## config.mk

```make
export PLATFORM = sky130hd
export DESIGN_NAME = compacting_array_store_unit
export DESIGN_NICKNAME = d
export VERILOG_FILES = /design/src/rtl/cas_pkg.sv /design/src/rtl/compacting_array_store_unit.sv /design/src/rtl/cas_cell.sv
export SDC_FILE = /design/constraint.sdc
export NUM_CORES = 2
export LEC_CHECK = 0
export BUFFER_PORTS_ARGS = -buffer_cell sky130_fd_sc_hd__buf_2
export CAP_MARGIN = 10
export CORE_UTILIZATION = 30
export DETAILED_ROUTE_END_ITERATION = 10
export PLACE_DENSITY_LB_ADDON = 0.25
export SYNTH_ARGS = -nofsm -noshare
export SYNTH_HDL_FRONTEND = slang
export SYNTH_HIERARCHICAL = 1
export SYNTH_SLANG_ARGS = --single-unit
```

## constraint.sdc

```tcl
create_clock -name clk -period 13.71 [get_ports clk]
set_input_delay 2.0565 -clock clk [delete_from_list [all_inputs] [get_ports clk]]
set_output_delay 2.0565 -clock clk [all_outputs]
set_load 0.01 [all_outputs]
```

## src/rtl/cas_pkg.sv

```systemverilog
// ----------------------------------------------------------------------------
// cas_pkg: shared types and codes for the compacting array store
// Command and status codes, plus the control word that is broadcast to
// every storage cell.
// ----------------------------------------------------------------------------
`default_nettype none

package cas_pkg;

  // Command codes.
  localparam logic [2:0] CMD_APPEND      = 3'd0;
  localparam logic [2:0] CMD_READ_AT     = 3'd1;
  localparam logic [2:0] CMD_READ_LAST   = 3'd2;
  localparam logic [2:0] CMD_DELETE_AT   = 3'd3;
  localparam logic [2:0] CMD_DELETE_LAST = 3'd4;

  // Status codes.
  localparam logic [1:0] ST_OK    = 2'd0;
  localparam logic [1:0] ST_RANGE = 2'd1;
  localparam logic [1:0] ST_FULL  = 2'd2;

  // Width of a stored word.
  localparam int unsigned WORD_W = 32;

  // Cells read at a time by one first-level select group.
  localparam int unsigned GROUP_SIZE = 8;

  // Operation flags broadcast to every cell; at most one is set.
  typedef struct packed {
    logic load;    // cell at the target position takes the new word
    logic remove;  // cells at or above the target take the upper neighbor
    logic read;    // cell at the target position drives its word
  } cell_ctrl_t;

endpackage

`default_nettype wire

```

## src/rtl/compacting_array_store_unit.sv

```systemverilog
// ----------------------------------------------------------------------------
// compacting_array_store_unit: order-keeping array of words with delete-shift
// A row of cells holds the entries packed from position 0; a delete moves
// every later entry down one place at once.
// Pipeline: an accepted command loads the group word registers of the select
// tree and the s1 stage; from s1, read_data, count and status are registered
// together with done (one result per accepted command). busy is high while s1
// holds a command, so a new command is not taken before the last one's result.
// Reset: rst clears the fill count and the pipeline flags; stored words keep
// whatever they held and are never read before being written.
// The receiver cannot stall: each result is shown for one cycle with done.
// ----------------------------------------------------------------------------
`default_nettype none

module compacting_array_store_unit #(
  parameter int unsigned CAPACITY = 64
) (
  input  wire logic               clk,
  input  wire logic               rst,
  input  wire logic               start,
  output logic                    busy,
  input  wire logic [2:0]         command,
  input  wire logic [5:0]         index,
  input  wire logic signed [31:0] value,
  output logic                    done,
  output logic signed [31:0]      read_data,
  output logic [6:0]              count,
  output logic [1:0]              status
);

  localparam int unsigned POS_W = (CAPACITY > 1) ? $clog2(CAPACITY) : 1;
  localparam int unsigned CNT_W = $clog2(CAPACITY + 1);
  localparam int unsigned CMP_W = CNT_W + 6;
  localparam int unsigned NUM_GROUPS =
    (CAPACITY + cas_pkg::GROUP_SIZE - 1) / cas_pkg::GROUP_SIZE;

  // Control state.
  logic [CNT_W-1:0] fill_count;
  logic [CNT_W-1:0] fill_count_next;
  logic             s1_valid;
  logic [CNT_W-1:0] s1_count;
  logic [1:0]       s1_status;
  logic [cas_pkg::WORD_W-1:0] grp_word      [NUM_GROUPS];
  logic [cas_pkg::WORD_W-1:0] grp_word_next [NUM_GROUPS];
  logic [cas_pkg::WORD_W-1:0] final_word;

  // Command decode.
  logic                accept;
  logic [CMP_W-1:0]    idx_ext;
  logic [CMP_W-1:0]    fill_ext;
  logic [CNT_W-1:0]    fill_minus_one;
  logic                idx_ok;
  logic                not_empty;
  logic                not_full;
  logic [POS_W-1:0]    target;
  logic [1:0]          status_next;
  cas_pkg::cell_ctrl_t ctrl;

  // Cell row.
  logic [cas_pkg::WORD_W-1:0] cell_word [CAPACITY];
  logic [cas_pkg::WORD_W-1:0] cell_rd   [CAPACITY];

  assign accept         = start && !busy;
  assign busy           = s1_valid;
  assign idx_ext        = CMP_W'(index);
  assign fill_ext       = CMP_W'(fill_count);
  assign fill_minus_one = fill_count - CNT_W'(1);
  assign idx_ok         = (idx_ext < fill_ext);
  assign not_empty      = (fill_count != '0);
  assign not_full       = (fill_ext < CMP_W'(CAPACITY));

  // Decode the command into cell control, a target position and a status.
  always_comb begin
    ctrl            = '0;
    target          = '0;
    status_next     = cas_pkg::ST_OK;
    fill_count_next = fill_count;
    unique case (command)
      cas_pkg::CMD_APPEND: begin
        target = POS_W'(fill_count);
        if (not_full) begin
          ctrl.load       = accept;
          fill_count_next = fill_count + CNT_W'(1);
        end else begin
          status_next = cas_pkg::ST_FULL;
        end
      end
      cas_pkg::CMD_READ_AT: begin
        target = POS_W'(index);
        if (idx_ok) begin
          ctrl.read = accept;
        end else begin
          status_next = cas_pkg::ST_RANGE;
        end
      end
      cas_pkg::CMD_READ_LAST: begin
        target = POS_W'(fill_minus_one);
        if (not_empty) begin
          ctrl.read = accept;
        end else begin
          status_next = cas_pkg::ST_RANGE;
        end
      end
      cas_pkg::CMD_DELETE_AT: begin
        target = POS_W'(index);
        if (idx_ok) begin
          ctrl.remove     = accept;
          fill_count_next = fill_minus_one;
        end else begin
          status_next = cas_pkg::ST_RANGE;
        end
      end
      cas_pkg::CMD_DELETE_LAST: begin
        target = POS_W'(fill_minus_one);
        if (not_empty) begin
          ctrl.remove     = accept;
          fill_count_next = fill_minus_one;
        end else begin
          status_next = cas_pkg::ST_RANGE;
        end
      end
      default: begin
        // Unused codes leave everything as it is.
      end
    endcase
  end

  // The row of storage cells; the top cell shifts in a don't-care word.
  for (genvar c = 0; c < CAPACITY; c++) begin : g_cell
    logic [cas_pkg::WORD_W-1:0] upper;
    if (c + 1 < CAPACITY) begin : g_mid
      assign upper = cell_word[c + 1];
    end else begin : g_top
      assign upper = '0;
    end
    cas_cell #(
      .POS_W(POS_W)
    ) u_cell (
      .clk       (clk),
      .ctrl      (ctrl),
      .my_pos    (POS_W'(c)),
      .target    (target),
      .load_word (value),
      .upper_word(upper),
      .word      (cell_word[c]),
      .read_word (cell_rd[c])
    );
  end

  // First select level: OR the read contributions of each group of cells.
  always_comb begin
    for (int g = 0; g < NUM_GROUPS; g++) begin
      grp_word_next[g] = '0;
      for (int m = 0; m < cas_pkg::GROUP_SIZE; m++) begin
        if (g * cas_pkg::GROUP_SIZE + m < CAPACITY) begin
          grp_word_next[g] = grp_word_next[g] | cell_rd[g * cas_pkg::GROUP_SIZE + m];
        end
      end
    end
  end

  // Second select level: OR the registered group words.
  always_comb begin
    final_word = '0;
    for (int g = 0; g < NUM_GROUPS; g++) begin
      final_word = final_word | grp_word[g];
    end
  end

  // Fill count and pipeline flags.
  always_ff @(posedge clk) begin
    if (rst) begin
      fill_count <= '0;
      s1_valid   <= 1'b0;
      done       <= 1'b0;
    end else begin
      if (accept) begin
        fill_count <= fill_count_next;
      end
      s1_valid <= accept;
      done     <= s1_valid;
    end
  end

  // Result payload registers.
  always_ff @(posedge clk) begin
    if (accept) begin
      s1_count  <= fill_count_next;
      s1_status <= status_next;
      for (int g = 0; g < NUM_GROUPS; g++) begin
        grp_word[g] <= grp_word_next[g];
      end
    end
    if (s1_valid) begin
      read_data <= final_word;
      count     <= 7'(s1_count);
      status    <= s1_status;
    end
  end

  // Checks on the block's own control.
  a_done_follows: assert property (@(posedge clk) disable iff (rst)
    s1_valid |=> done)
    else $error("result word did not follow an accepted command");

  a_fill_bound: assert property (@(posedge clk) disable iff (rst)
    CMP_W'(fill_count) <= CMP_W'(CAPACITY))
    else $error("fill count exceeds capacity");

  a_full_status: assert property (@(posedge clk) disable iff (rst)
    (done && status == cas_pkg::ST_FULL) |-> (CMP_W'(fill_count) == CMP_W'(CAPACITY)))
    else $error("full status reported while the store has room");

endmodule

`default_nettype wire

```

## src/rtl/cas_cell.sv

```systemverilog
// ----------------------------------------------------------------------------
// cas_cell: one storage position of the compacting array store
// Holds one word. Loads a new word on append, takes its upper neighbor's
// word when a delete closes the gap, and drives its word on a read hit.
// ----------------------------------------------------------------------------
`default_nettype none

module cas_cell #(
  parameter int unsigned POS_W = 6
) (
  input  wire logic                        clk,
  input  wire cas_pkg::cell_ctrl_t         ctrl,
  input  wire logic [POS_W-1:0]            my_pos,
  input  wire logic [POS_W-1:0]            target,
  input  wire logic [cas_pkg::WORD_W-1:0]  load_word,
  input  wire logic [cas_pkg::WORD_W-1:0]  upper_word,
  output logic      [cas_pkg::WORD_W-1:0]  word,
  output logic      [cas_pkg::WORD_W-1:0]  read_word
);

  logic hit;
  logic above;

  assign hit   = (my_pos == target);
  assign above = (my_pos >= target);

  // Stored word: append writes at the end, delete shifts the tail down.
  always_ff @(posedge clk) begin
    if (ctrl.load && hit) begin
      word <= load_word;
    end else if (ctrl.remove && above) begin
      word <= upper_word;
    end
  end

  // Read contribution: zero unless this cell is the one being read.
  assign read_word = (ctrl.read && hit) ? word : '0;

endmodule

`default_nettype wire
```

-- Word-level counts from Yosys, hierarchy flattened
Memory sizes are Yosys's and may differ from the RTL's.
Index checks and enable logic that the tools add are counted.
- order comparisons: 66
- add/sub/neg operators: 2
- mux-type cells: 209
- eq/ne operators: 67
- bitwise operators: 63
- reductions and logical operators: 263
- operators with widths (operator ; count):
    $mux 32 ; 192
    $or 32x32->32 ; 63
    $logic_and 1x1->1 ; 193
    $eq 6x6->1 const A ; 32
    $ge 6x6->1 const A ; 32
    $reduce_bool 2->1 ; 64
    $eq 5x6->1 const A ; 16
    $ge 5x6->1 const A ; 16
    $eq 4x6->1 const A ; 8
    $ge 4x6->1 const A ; 8
    $eq 3x6->1 const A ; 4
    $ge 3x6->1 const A ; 4
    $mux 7 ; 3
    $pmux 7 s3 ; 1
    $pmux 6 s3 ; 1
    $eq 2x6->1 const A ; 2
    $ge 1x6->1 const A ; 2
    $ge 2x6->1 const A ; 2
    $mux 1 ; 8
    $add 7x1->7 const B ; 1
    $lt 6x7->1 ; 1
    $lt 7x7->1 const B ; 1
    $reduce_bool 7->1 ; 1
    $sub 7x1->7 const B ; 1
    other kinds (11) ; 14
- logic and storage cells: 743
- RAM bits: 256
- memories: 1
- output and inout port bits: 43
- register bits: 2107
- input port bits: 44
- memory list (memory ; words ; width ; rd ports ; clocked after memory_dff ; wr ports ; RTL line ; source):
    grp_word ; 8 ; 32 ; 8 ; 0 ; 8 ; compacting_array_store_unit.sv:43 ; logic [cas_pkg::WORD_W-1:0] grp_word [NUM_GROUPS];

-- Logic depth before layout (Yosys ltp)
- depth in word-level cells: 13
- depth in mapped cells: 15
- gate-level depth less buffers: 13

-- Modules after synthesis
The synthesis kept the hierarchy.
- by module, submodules not included (module ; seq. area each (sq um) ; times used ; area each (sq um) ; cells each):
    cas_cell ; 960.9 ; 64 ; 1899.3 ; 128
    compacting_array_store_unit ; 9369.0 ; 1 ; 15095.7 ; 1337

-- Least setup slack after synthesis
OpenSTA, ideal clock, no wires.
- path type: input -> register
- start point: in start
- end point: reg fill_count[3]
- path buffers: 2
- arrival: 10485 ps
- cell stages on the path: 5
- setup time: 564 ps
- path slack: 2661 ps
- path through: nand2b_1 > clkbuf_1 > inv_1 > clkbuf_1 > a2111oi_0
- cells in the longest elaborated chain, start to end: 1
- RTL lines (element ; RTL line ; source):
    from (decl) ; compacting_array_store_unit.sv:20 ; input wire logic start,
    $logic_and 1x1->1 ; compacting_array_store_unit.sv:63 ; assign accept = start && !busy;
    named net accept ; compacting_array_store_unit.sv:48 ; logic accept;
    to (signal assigned) ; compacting_array_store_unit.sv:178 ; fill_count <= fill_count_next;
    to (decl) ; compacting_array_store_unit.sv:38 ; logic [CNT_W-1:0] fill_count;
The timed path passes the listed nets, and every way through them passes these cells.
A chain may end at the register's enable or synchronous reset.

==> flow_summary_export.csv <==
group,metric,value,unit
synth,synth_edf_count,2354,
global_routing,grt_max_degree,66,
cells_and_area,layout_common_cells,"2,354 x edfxtp_1, 2,049 x and2_1, 1,920 x mux2_4, 546 x nor4_1, 520 x inv_1",
detailed_routing,post-route-drc-count,0,
cts,htree_levels,5,
power_and_ir_drop,vdd_drop_max,84.6,µV
synth,synth_area_leader_cell,"edfxtp_1",
sta,skew,0.0991,ns
sta,relSlewSlack,0.104,
setup_path,startpoint_type,"input pin",
cts,cts_buffers,295,
floorplanning,start_util,0.302,
setup_path,path_cells,"buf_2 -> xor2_1 -> a21oi_1 -> a211oi_1 -> a21o_4 -> buf_4 -> buf_4 -> inv_1 -> ha_1 -> nand2_1 -> nor3_2 -> buf_4 -> and2_1 -> nor4_1 -> nand2_1",
setup_path,max_stage_delay,0.71,ns
sta,fin_crit_sh,0.452,
synth,syn_inst,9529,
detailed_routing,drt_wl_total,429000,µm
synth,ys_warn_count,6,
worst_hold_path,hold_depth,0,
run_status,outcome,"finished clean",
setup_path,setup.worst_path.start,"command[2]",
cells_and_area,n_fill_cell,44100,
worst_hold_path,worstHoldPathType,"flip-flop to flip-flop",
place,place_area,0.143,mm²
sta,rsz0062_at_grt,"no",
setup_path,crit_fanout,32,
detailed_routing,ant_nets,0,
setup_path,cp_slowest_cell,"nor3_2",
detailed_routing,vias,80100,
sta,worst_slack,7.51,ns
global_routing,grt_pass1_wl,618000,µm
cts,cts_buffer_depth,4,
sta,slew_violations,0,
cells_and_area,regArea,0.0709,mm²
cells_and_area,final_cells,16300,
floorplanning,io_pins,87,
cts,cts.sinks,2363,
cells_and_area,multi_input_area,0.0608,mm²
floorplanning,coreArea,0.453,mm²
synth,synth.cell_area,0.137,mm²
setup_path,path_common_cell,"buf_4",
sta,fmax,161,MHz
setup_path,crit_required,14.39,ns
cts,cts_tree,"done",
cells_and_area,syn2layout_area_growth,11.5,%
place,portBuffers,86,
detailed_routing,drtPass1Iterations,6,
sta,period_minus_slack,6.20,ns
synth,avgSynthCellArea,14.3,µm²
cts,clk_latency,0.97,ns
global_routing,grt-ovfl-total,0,
setup_path,ff2ff_setup_slack,7.89,ns
synth,yosys.area.top_type_share,0.517,
power_and_ir_drop,power.density,113,mW/mm²
cts,post_cts_buffers,0,
global_routing,antenna_found_initial,18,
synth,synthDistinctLibCells,64,
cts,cts_root_buffer,"clkbuf_16",
cts,clk_pin_slew,0.06,ns
place,place_inst,15700,
cells_and_area,stdcell_area,0.152,mm²
global_routing,track_usage,0.182,
setup_path,worstPathArrival,6.88,ns
detailed_routing,post_drt_wl_per_cell,26.4,µm
sta,hold_viol,0,
detailed_routing,drtIter0Drc,6262,
place,place_ws,6.53,ns
power_and_ir_drop,p_leak,0.0631,µW
synth,async_flop_share,0,
global_routing,grt_pass1_vias,84400,
synth,ys_seq_area_frac,0.519,
cells_and_area,layout-drive-gt1-share,0.301,
setup_path,crit_path_end_kind,"flip-flop",
synth,ys.flop_type,"edfxtp_1",
sta,fin_setup_tns,0,ns
floorplanning,die_area,0.458,mm²
worst_hold_path,holdCritStartpoint,"s1_count[5]",
setup_path,crit_type,"input pin to flip-flop",
setup_path,ff2ff_path_depth,15,
synth,ys_seq_elements,2363,
detailed_routing,viasPerCell,4.92,
cells_and_area,nets,10500,
floorplanning,die_w,677,µm
cts,cts_resized,0,
job,cap_viol_max_count,0,
place,hpwl,275000,µm
floorplanning,fp-row-count,247,
cts,ctsHoldBuffers,0,
setup_path,r2r_start,"fill_count[0]",
sta,setup_viol,0,
floorplanning,dieHeight,677,µm
cells_and_area,final_common_cell,"edfxtp_1",
synth,synthTopCellsByArea,"edfxtp_1 52%, mux2_4 21%, and2_1 9.4%",
sta,worst_slew_pin_slew,1.33,ns
place,gp_congestion,0.834,
==> cells in the mapped netlist (all sizes together) (3+ instances only) <==
master and count:
a211oi 7, a21o 5, a21oi 142, a31o 64
and2 2050, buf 260, clkbuf 202, dfxtp 9
edfxtp 2354, ha 392, inv 521, maj3 4
mux2 2050, nand2 362, nand3 4, nand4 66
nor2 18, nor2b 66, nor3 134, nor4 576
o211a 3, o211ai 3, o21ai 11, o311a 64
o32a 64, or3 66
==> layout make-up <==
class,instances,area share
multi-input cells,6597,0.399
clock buffers,360,0.0510
diodes,11,0.000181
well taps,5976,0.0491
clock inverters,156,0.00906
repair buffers,285,0.0139
inverters,521,0.0129
flip-flops and latches,2363,0.465
==> flip-flops by register name (all words and copies together), names as in the netlist <==
signal	count
busy	1
count	7
done	1
fill_count	7
g_cell.u_cell/word	2048
grp_word	256
read_data	32
s1_count	7
s1_status	2
status	2
==> worst max-delay path, delay by kind of cell <==
family          cells  cell delay (ns)
compound gates      3             0.71
xor+xnor            1             0.35
simple gates        5             1.35
buf+inv             5             2.02
fa+ha+maj           1             0.31
==> final timing paths <==
check,end
setup / recovery,grp_word[1][59]
hold / removal,count[5]
setup reg to reg,grp_word[1][59]
hold reg to reg,count[5]
==> through the flow <==
step / hold slack, ns / util / power, µW
floorplan: 0.400 / - / 9120
global placement: 0.402 / 0.316 / 9610
detailed placement: 0.407 / 0.316 / 9690
CTS: 0.415 / 0.336 / 17300
global route: 0.422 / 0.336 / 17700
finish: 0.415 / 0.336 / 17200
==> power by group <==
| part | switching [µW] | leakage (µW) | internal, µW |
|---|---|---|---|
| clock network | 3210 | 0.00445 | 4400 |
| registers | 120 | 0.0215 | 8090 |
| logic | 865 | 0.0371 | 480 |
==> cells by family after synthesis <==
family | after synthesis | synth area share
AOI/OAI and AO/OA | 380 | 0.0214
xor gates and xnor gates | 2 | 0.000128
adders and majority gates | 396 | 0.0362
buffers and inverters | 983 | 0.0536
DFF | 2363 | 0.519
muxes | 2050 | 0.222
other | 2 | 0.0000550
and+or+nand+nor | 3353 | 0.148
==> layer usage <==
metal	GRT usage	wire length, µm
met4	0.0578	14600
met1	0.239	188000
met2	0.312	209000
met5	0	13
met3	0.0210	18500
(Power assumes the default switching activity.)
